===== src/rtl/core/tfpid_pkg.sv =====
// tfpid_pkg: shared types, constants and tables for the tilt filter pid controller
// depends on nothing

package tfpid_pkg;

  localparam int CordicSteps = 16;
  localparam int StepW = $clog2(CordicSteps + 1);
  localparam int AngMax = 46080;

  typedef enum logic [2:0] {
    CFG_PROP   = 3'd0,
    CFG_INTEG  = 3'd1,
    CFG_DERIV  = 3'd2,
    CFG_TARGET = 3'd3,
    CFG_LIMIT  = 3'd4,
    CFG_DIS    = 3'd5
  } cfg_idx_e;

  typedef enum logic [3:0] {
    ST_IDLE, ST_PRE, ST_CORDIC, ST_ROUND, ST_FUSE, ST_DIV, ST_ERR,
    ST_INTEG, ST_TOTAL, ST_CLAMP, ST_MAG, ST_OUT
  } state_e;

  typedef struct packed {
    logic load;
    logic pre;
    logic step;
    logic round;
    logic fuse;
    logic div;
    logic err;
    logic integ;
    logic total;
    logic clamp;
    logic mag;
  } dp_cmd_t;

  typedef struct packed {
    logic cordic_done;
    logic div_done;
  } dp_sts_t;

  function automatic logic signed [27:0] atan_lut(input logic [4:0] i);
    case (i)
      5'd0: atan_lut = 28'sd2949120;
      5'd1: atan_lut = 28'sd1740967;
      5'd2: atan_lut = 28'sd919879;
      5'd3: atan_lut = 28'sd466945;
      5'd4: atan_lut = 28'sd234379;
      5'd5: atan_lut = 28'sd117304;
      5'd6: atan_lut = 28'sd58666;
      5'd7: atan_lut = 28'sd29335;
      5'd8: atan_lut = 28'sd14668;
      5'd9: atan_lut = 28'sd7334;
      5'd10: atan_lut = 28'sd3667;
      5'd11: atan_lut = 28'sd1833;
      5'd12: atan_lut = 28'sd917;
      5'd13: atan_lut = 28'sd458;
      5'd14: atan_lut = 28'sd229;
      5'd15: atan_lut = 28'sd115;
      5'd16: atan_lut = 28'sd57;
      5'd17: atan_lut = 28'sd29;
      5'd18: atan_lut = 28'sd14;
      5'd19: atan_lut = 28'sd7;
      5'd20: atan_lut = 28'sd4;
      5'd21: atan_lut = 28'sd2;
      5'd22: atan_lut = 28'sd1;
      default: atan_lut = 28'sd0;
    endcase
  endfunction

endpackage


===== src/rtl/core/tfpid_ctrl.sv =====
// tfpid_ctrl: sequencer that steps the datapath through one sample
// depends on tfpid_pkg

module tfpid_ctrl import tfpid_pkg::*; (
  input  logic    clk_i,
  input  logic    rst_ni,
  input  logic    in_valid_i,
  output logic    in_stall_o,
  output logic    out_valid_o,
  input  logic    out_stall_i,
  input  dp_sts_t sts_i,
  output dp_cmd_t cmd_o
);

  state_e state_q, state_d;

  always_ff @(posedge clk_i or negedge rst_ni) begin
    if (!rst_ni) state_q <= ST_IDLE;
    else state_q <= state_d;
  end

  always_comb begin
    state_d = state_q;
    case (state_q)
      ST_IDLE:   if (in_valid_i) state_d = ST_PRE;
      ST_PRE:    state_d = ST_CORDIC;
      ST_CORDIC: if (sts_i.cordic_done) state_d = ST_ROUND;
      ST_ROUND:  state_d = ST_FUSE;
      ST_FUSE:   state_d = ST_DIV;
      ST_DIV:    if (sts_i.div_done) state_d = ST_ERR;
      ST_ERR:    state_d = ST_INTEG;
      ST_INTEG:  state_d = ST_TOTAL;
      ST_TOTAL:  state_d = ST_CLAMP;
      ST_CLAMP:  state_d = ST_MAG;
      ST_MAG:    state_d = ST_OUT;
      ST_OUT: begin
        if (!out_stall_i) begin
          if (in_valid_i) state_d = ST_PRE;
          else state_d = ST_IDLE;
        end
      end
      default:   state_d = ST_IDLE;
    endcase
  end

  always_comb begin
    cmd_o = '0;
    in_stall_o = 1'b1;
    out_valid_o = 1'b0;
    case (state_q)
      ST_IDLE: begin
        in_stall_o = 1'b0;
        cmd_o.load = in_valid_i;
      end
      ST_PRE:    cmd_o.pre = 1'b1;
      ST_CORDIC: cmd_o.step = 1'b1;
      ST_ROUND:  cmd_o.round = 1'b1;
      ST_FUSE:   cmd_o.fuse = 1'b1;
      ST_DIV:    cmd_o.div = 1'b1;
      ST_ERR:    cmd_o.err = 1'b1;
      ST_INTEG:  cmd_o.integ = 1'b1;
      ST_TOTAL:  cmd_o.total = 1'b1;
      ST_CLAMP:  cmd_o.clamp = 1'b1;
      ST_MAG:    cmd_o.mag = 1'b1;
      ST_OUT: begin
        out_valid_o = 1'b1;
        in_stall_o = out_stall_i;
        cmd_o.load = in_valid_i && !out_stall_i;
      end
      default: ;
    endcase
  end

endmodule


===== config.mk =====
export PLATFORM = sky130hd
export DESIGN_NAME = tfpid_ctrl
export DESIGN_NICKNAME = d
export VERILOG_FILES = /design/src/rtl/core/tfpid_pkg.sv /design/src/rtl/core/tfpid_ctrl.sv
export SDC_FILE = /design/constraint.sdc
export NUM_CORES = 1
export LEC_CHECK = 0
export BUFFER_PORTS_ARGS = -buffer_cell sky130_fd_sc_hd__clkbuf_2
export CAP_MARGIN = 0
export CORE_AREA = 2 2 39 41
export DETAILED_ROUTE_END_ITERATION = 8
export DIE_AREA = 0 0 41 43
export HOLD_SLACK_MARGIN = 0.02
export MAX_ROUTING_LAYER = met4
export PLACE_DENSITY = 0.49
export RECOVER_POWER = 100
export SLEW_MARGIN = 20
export SYNTH_ARGS = -nofsm -noshare
export SYNTH_HDL_FRONTEND = slang
export SYNTH_SLANG_ARGS = --single-unit
export TNS_END_PERCENT = 10

===== constraint.sdc =====
create_clock -name clk_i -period 1.5 [get_ports clk_i]
set_input_delay 0.075 -clock clk_i [delete_from_list [all_inputs] [get_ports clk_i]]
set_output_delay 0.075 -clock clk_i [all_outputs]
set_load 0.05 [all_outputs]

After elaboration in Yosys (flattened, before gate mapping)
Index checks and enable logic that the tools add are counted.
{ "word_totals": {"regBits": 4, "input_bits": 6, "out_inout_bits": 13, "word_cells": 39} }
{ "classes": {"eq_ne": 15, "muxes": 19, "reduce_logical": 4} }
{ "op_table": {"columns": ["operator", "n"], "rows": [
  ["case mux 4 bit (12 select lines)", 1],
  ["== test 4 x 3 -> 1 bit, second input constant", 4],
  ["== test 4 bit, second input constant", 4],
  ["2-to-1 mux 4 bit", 4],
  ["2-to-1 mux 1 bit", 12],
  ["== test 4 x 2 -> 1 bit, second input constant", 2],
  ["!= test 2 bit, second input constant", 4],
  ["== test 4 x 1 -> 1 bit, second input constant", 1],
  ["zero test 4 bit", 1],
  ["case mux 1 bit (2 select lines)", 2],
  ["AND reduction 4 bit", 1],
  ["logical AND 1 bit", 1],
  ["zero test 1 bit", 1]
]} }

Longest topological paths before layout
{ "logic_depth": {"word_depth": 3, "ltp_mapped": 5, "mapped_depth_nobuf": 4} }

Worst setup path after synthesis
No wires, ideal clock.
{ "synth_path": {"path_type": "reg2out", "start": "register state_q[1]", "end": "output port cmd_o[10] (netlist name)", "t_arrival_ps": 1906, "required_time_ps": 1425, "slack_ps": -481, "stages_incl_launch_ff": 6, "path_buffers": 1, "cell_sequence": "dfrtp_1 buf_2 nand2_4 nor2_1 a21oi_1 nor3b_1"} }
{ "synth_rtl": {"columns": ["element", "line_no", "text"], "rows": [
  ["start, declared", "tfpid_ctrl.sv:15", "state_e state_q, state_d;"],
  ["start signal, assigned", "tfpid_ctrl.sv:19", "else state_q <= state_d;"],
  ["end, declared", "tfpid_ctrl.sv:12", "output dp_cmd_t cmd_o"]
]} }

==> results <==
- The register ranked first by flip-flop count is state_q.
- The largest delay contributor family on the critical path is flip-flops.
- The final period demand of the worst path is 1465 ps.
- Clock tree synthesis inserted a total of 3 buffers.
- The post-route fraction of the period consumed by the critical path is 0.9766.
- The pre-CTS setup slack is between 70 and 80 ps.
- The depth of the worst register-to-register path is 5.
- The peak ir drop on the vdd network is ~1.1 mV.
- The average vias per placed instance is about 5.0.
- For this run, the detailed router's first-pass iteration total came to 2.
- The clock net sink count is 4.
- In this run, distinct cell masters in the synthesized netlist total 21.
- Dividing the detail-routed wire length by the instance count gives 12.64 µm.
- Registers take between 100 and 150 µm².
- The register with the most flip-flops in the layout has 4 of them.
- The number of nets with antenna violations after detailed routing is 0.
- TritonCTS built the clock tree.
- The slowest cell on the critical path is sky130_fd_sc_hd__dfrtp_2.
- The critical path data arrival time is around 1400 ps.
- The netlist area before placement is 357.8 µm².
- Across every metal layer, demand over resource in global routing totals 0.1485.
- After the last flow step, the layout net total stands at 80.
- The overall die width is between 40 and 50 µm.
- The DRC violations left is 0.
- The number of vias in the routed layout is between 400 and 500.
- The wire length of the first global-routing pass is approximately 1700 µm.
- The final number of max-transition violations is 0.
- Of the cells placed in the final design, the portion with a size suffix greater than 1 is 0.6528.
- The number of violations of the max-capacitance limit is 0.
- For this run, the top clock speed supported by timing is 682.6 MHz.
- A synthesized cell averages 7.779 µm².
- For this run, the register share of the synthesized area comes to 0.2797.
- Fill cells in the final layout number 141.
- Counting buffers and inverters, the worst setup path is 4 cells deep.
- In this run the tool buffered the top-level ports with 18 buffer cells.
- By startpoint and endpoint, the worst setup path is classified as reg2out.
- Together, buffers and inverters on the worst path number 1.
- After global routing the overflow that remains totals 0.
- The clock arrives with 4.398 ps of skew.
- The deepest clock path buffer count is 2.
- The yosys synthesis warning count is 0.
- The number of global-route vias before repair is 398.
- Clock-pin slew was measured on the worst setup and hold paths at 40 ps.
- The area growth from synthesis to layout is 77.27%.
- The headroom to the max-slew limit is 0.8135.
- The placed wire-length estimate is approximately 700 µm.
- The core footprint is 1384 µm².
- After routing, the total negative slack on setup checks comes to 0 ps.
- 0 antenna diodes ended up in the layout.
- After synthesis the netlist holds a flip-flop and latch count of 4.
- After layout, the worst setup slack is around 35 ps.
- At the end of the flow the core is filled with cells to 0.4584.
- The number of antenna violations at the first check in global routing was 0.
- CTS built an H-tree with a depth of 1.
- The number of I/O pins is 19.
- In the final layout, the registers with the most flip-flops are state_q: 4 flops.
- The signal on the critical path passes through nor3_2, a21oi_2, nor3b_2, buf_6.
- The cell row count is 14.
- The number of hold-slack violations in the final timing report is 0.
- Of the post-synthesis cell area, the dominant cell type holds 0.2797.
- In this run, the number of DRC markers left after iteration 0 of detailed routing was 1.
- The die footprint is about 1800 µm².
- Dividing total power by cell area gives a power density of 2641 nW/µm².
- sky130_fd_sc_hd__dfrtp_1 takes more of the synthesized area than any other cell.
- The clock root buffer master is sky130_fd_sc_hd__clkbuf_4.
- The flow ran to the end, and the final reports show no timing, DRC or antenna violations.
- The maximum number of pins on one net before global-route repair is 13.
- STA puts the critical path data required time at around 1400 ps.
- The area of the multi-input gates is just under 300 µm².
- The launching element type of the critical path is a flip-flop.
- The synthesized netlist net count is between 50 and 60.
- The class of the most critical hold timing path is in2async.
- Setup repair after global routing could not meet its margin everywhere.
- In this run the vertical extent of the chip is ~43 µm.
- Synthesis handed over a netlist of 46 instances.
- For the pin with the worst max-slew slack, the measured transition is ~280 ps.
- The stage delay of the slowest cell on the critical path is around 480 ps.
- By area the synthesized netlist is led by sky130_fd_sc_hd__dfrtp_1, sky130_fd_sc_hd__nor3_1, sky130_fd_sc_hd__nor2_1.
- Routability-driven placement finished with a final weighted congestion of 0.7385.
- The worst setup path is captured at an output port.
- The initial cell density of the core is 0.2586.
- Summed over all layers, the routed wires come to 1112 µm.
- The latest clock arrival within the worst-skew pair is around 250 ps.
- Summed over all cells, the static leakage comes to 0.0002941 µW.
- The maximum fanout along the worst path is 7.
- Setup violations remaining at the end of the flow were counted as 0.
cell usage in the layout, fill, tap and decap left out, drive strengths merged, types with 2 or more instances in the layout:
cell,synthesis,final
a22oi,2,2
nand2b,5,5
clkbuf,0,15
nor3,8,8
nand2,2,2
buf,4,14
nor2,9,9
o21ai,3,3
dfrtp,4,4
Yosys cell counts (all sizes together):
cell type / instances
o21ai: 3
a31oi: 1
a21oi: 1
or2: 1
nor3b: 1
nor2: 9
nand2b: 5
nor3: 8
mux2: 1
xor2: 1
o22ai: 1
buf: 4
and3b: 1
dfrtp: 4
a22oi: 2
nand2: 2
nand3: 1
cell families (layout without fill, tap and decap cells):
logic type,Yosys count,in the layout,synth area share
AO/OA/AOI/OAI,8,8,0.1538
XOR/XNOR,1,1,0.02448
buffers and inverters,4,30,0.07341
flip-flops,4,4,0.2797
multiplexers,1,1,0.04195
AND/OR/NAND/NOR,28,28,0.4266
area by class of cell:
class | instances | area share
multi-input combinational | 38 | 0.4556
timing repair buffer | 27 | 0.3116
sequential | 4 | 0.1657
clock buffer | 3 | 0.03550
tap | 16 | 0.03156
metal layers:
| metal | wire length (µm) | track usage | vias to the layer above |
|---|---|---|---|
| met1 | 470 | 0.1877 | 204 |
| met4 | 12 | 0.06000 | 0 |
| met3 | 78 | 0.06283 | 2 |
| met5 | 0 | - | - |
| met2 | 550 | 0.2031 | 18 |
| li1 | - | - | 215 |
worst paths after layout:
check | startpoint | to | slack (ps)
worst max-delay path | state_q[1]$_DFFE_PN0P_ | cmd_o[10] | 40
worst min-delay path | rst_ni | state_q[0]$_DFFE_PN0P_ | 190
worst max register to register | state_q[0]$_DFFE_PN0P_ | state_q[0]$_DFFE_PN0P_ | 40
worst min register to register | state_q[3]$_DFFE_PN0P_ | state_q[2]$_DFFE_PN0P_ | 630
max in group asynchronous | rst_ni | state_q[3]$_DFFE_PN0P_ | 1110
min in group clk_i | out_stall_i | state_q[1]$_DFFE_PN0P_ | 250
what timing repair did:
action	CTS	global route
endpoints found under the setup margin	11	11
hold endpoints to repair	4	0
setup buffers	3	0
gates resized for setup	15	22
pin swaps	0	2
hold buffers	1	0
per-stage QoR:
stage          area, µm²  std cells  power [µW]  hold WS, ps
4_1_cts            581.8         88        1529        169.6
3_5_place_dp       484.2         81        1239       -115.3
5_1_grt            634.4         88        1785        221.8
3_3_place_gp       484.2         81        1240       -114.1
6_report           634.4         88        1675        188.2
2_1_floorplan      362.8         46        1038       -220.6
power breakdown:
group          switching, µW  leakage, µW  internal [µW]
logic                    712     0.000236            508
clock network           54.5    0.0000138           90.2
registers                143    0.0000448            168
(Power assumes the default switching activity.)
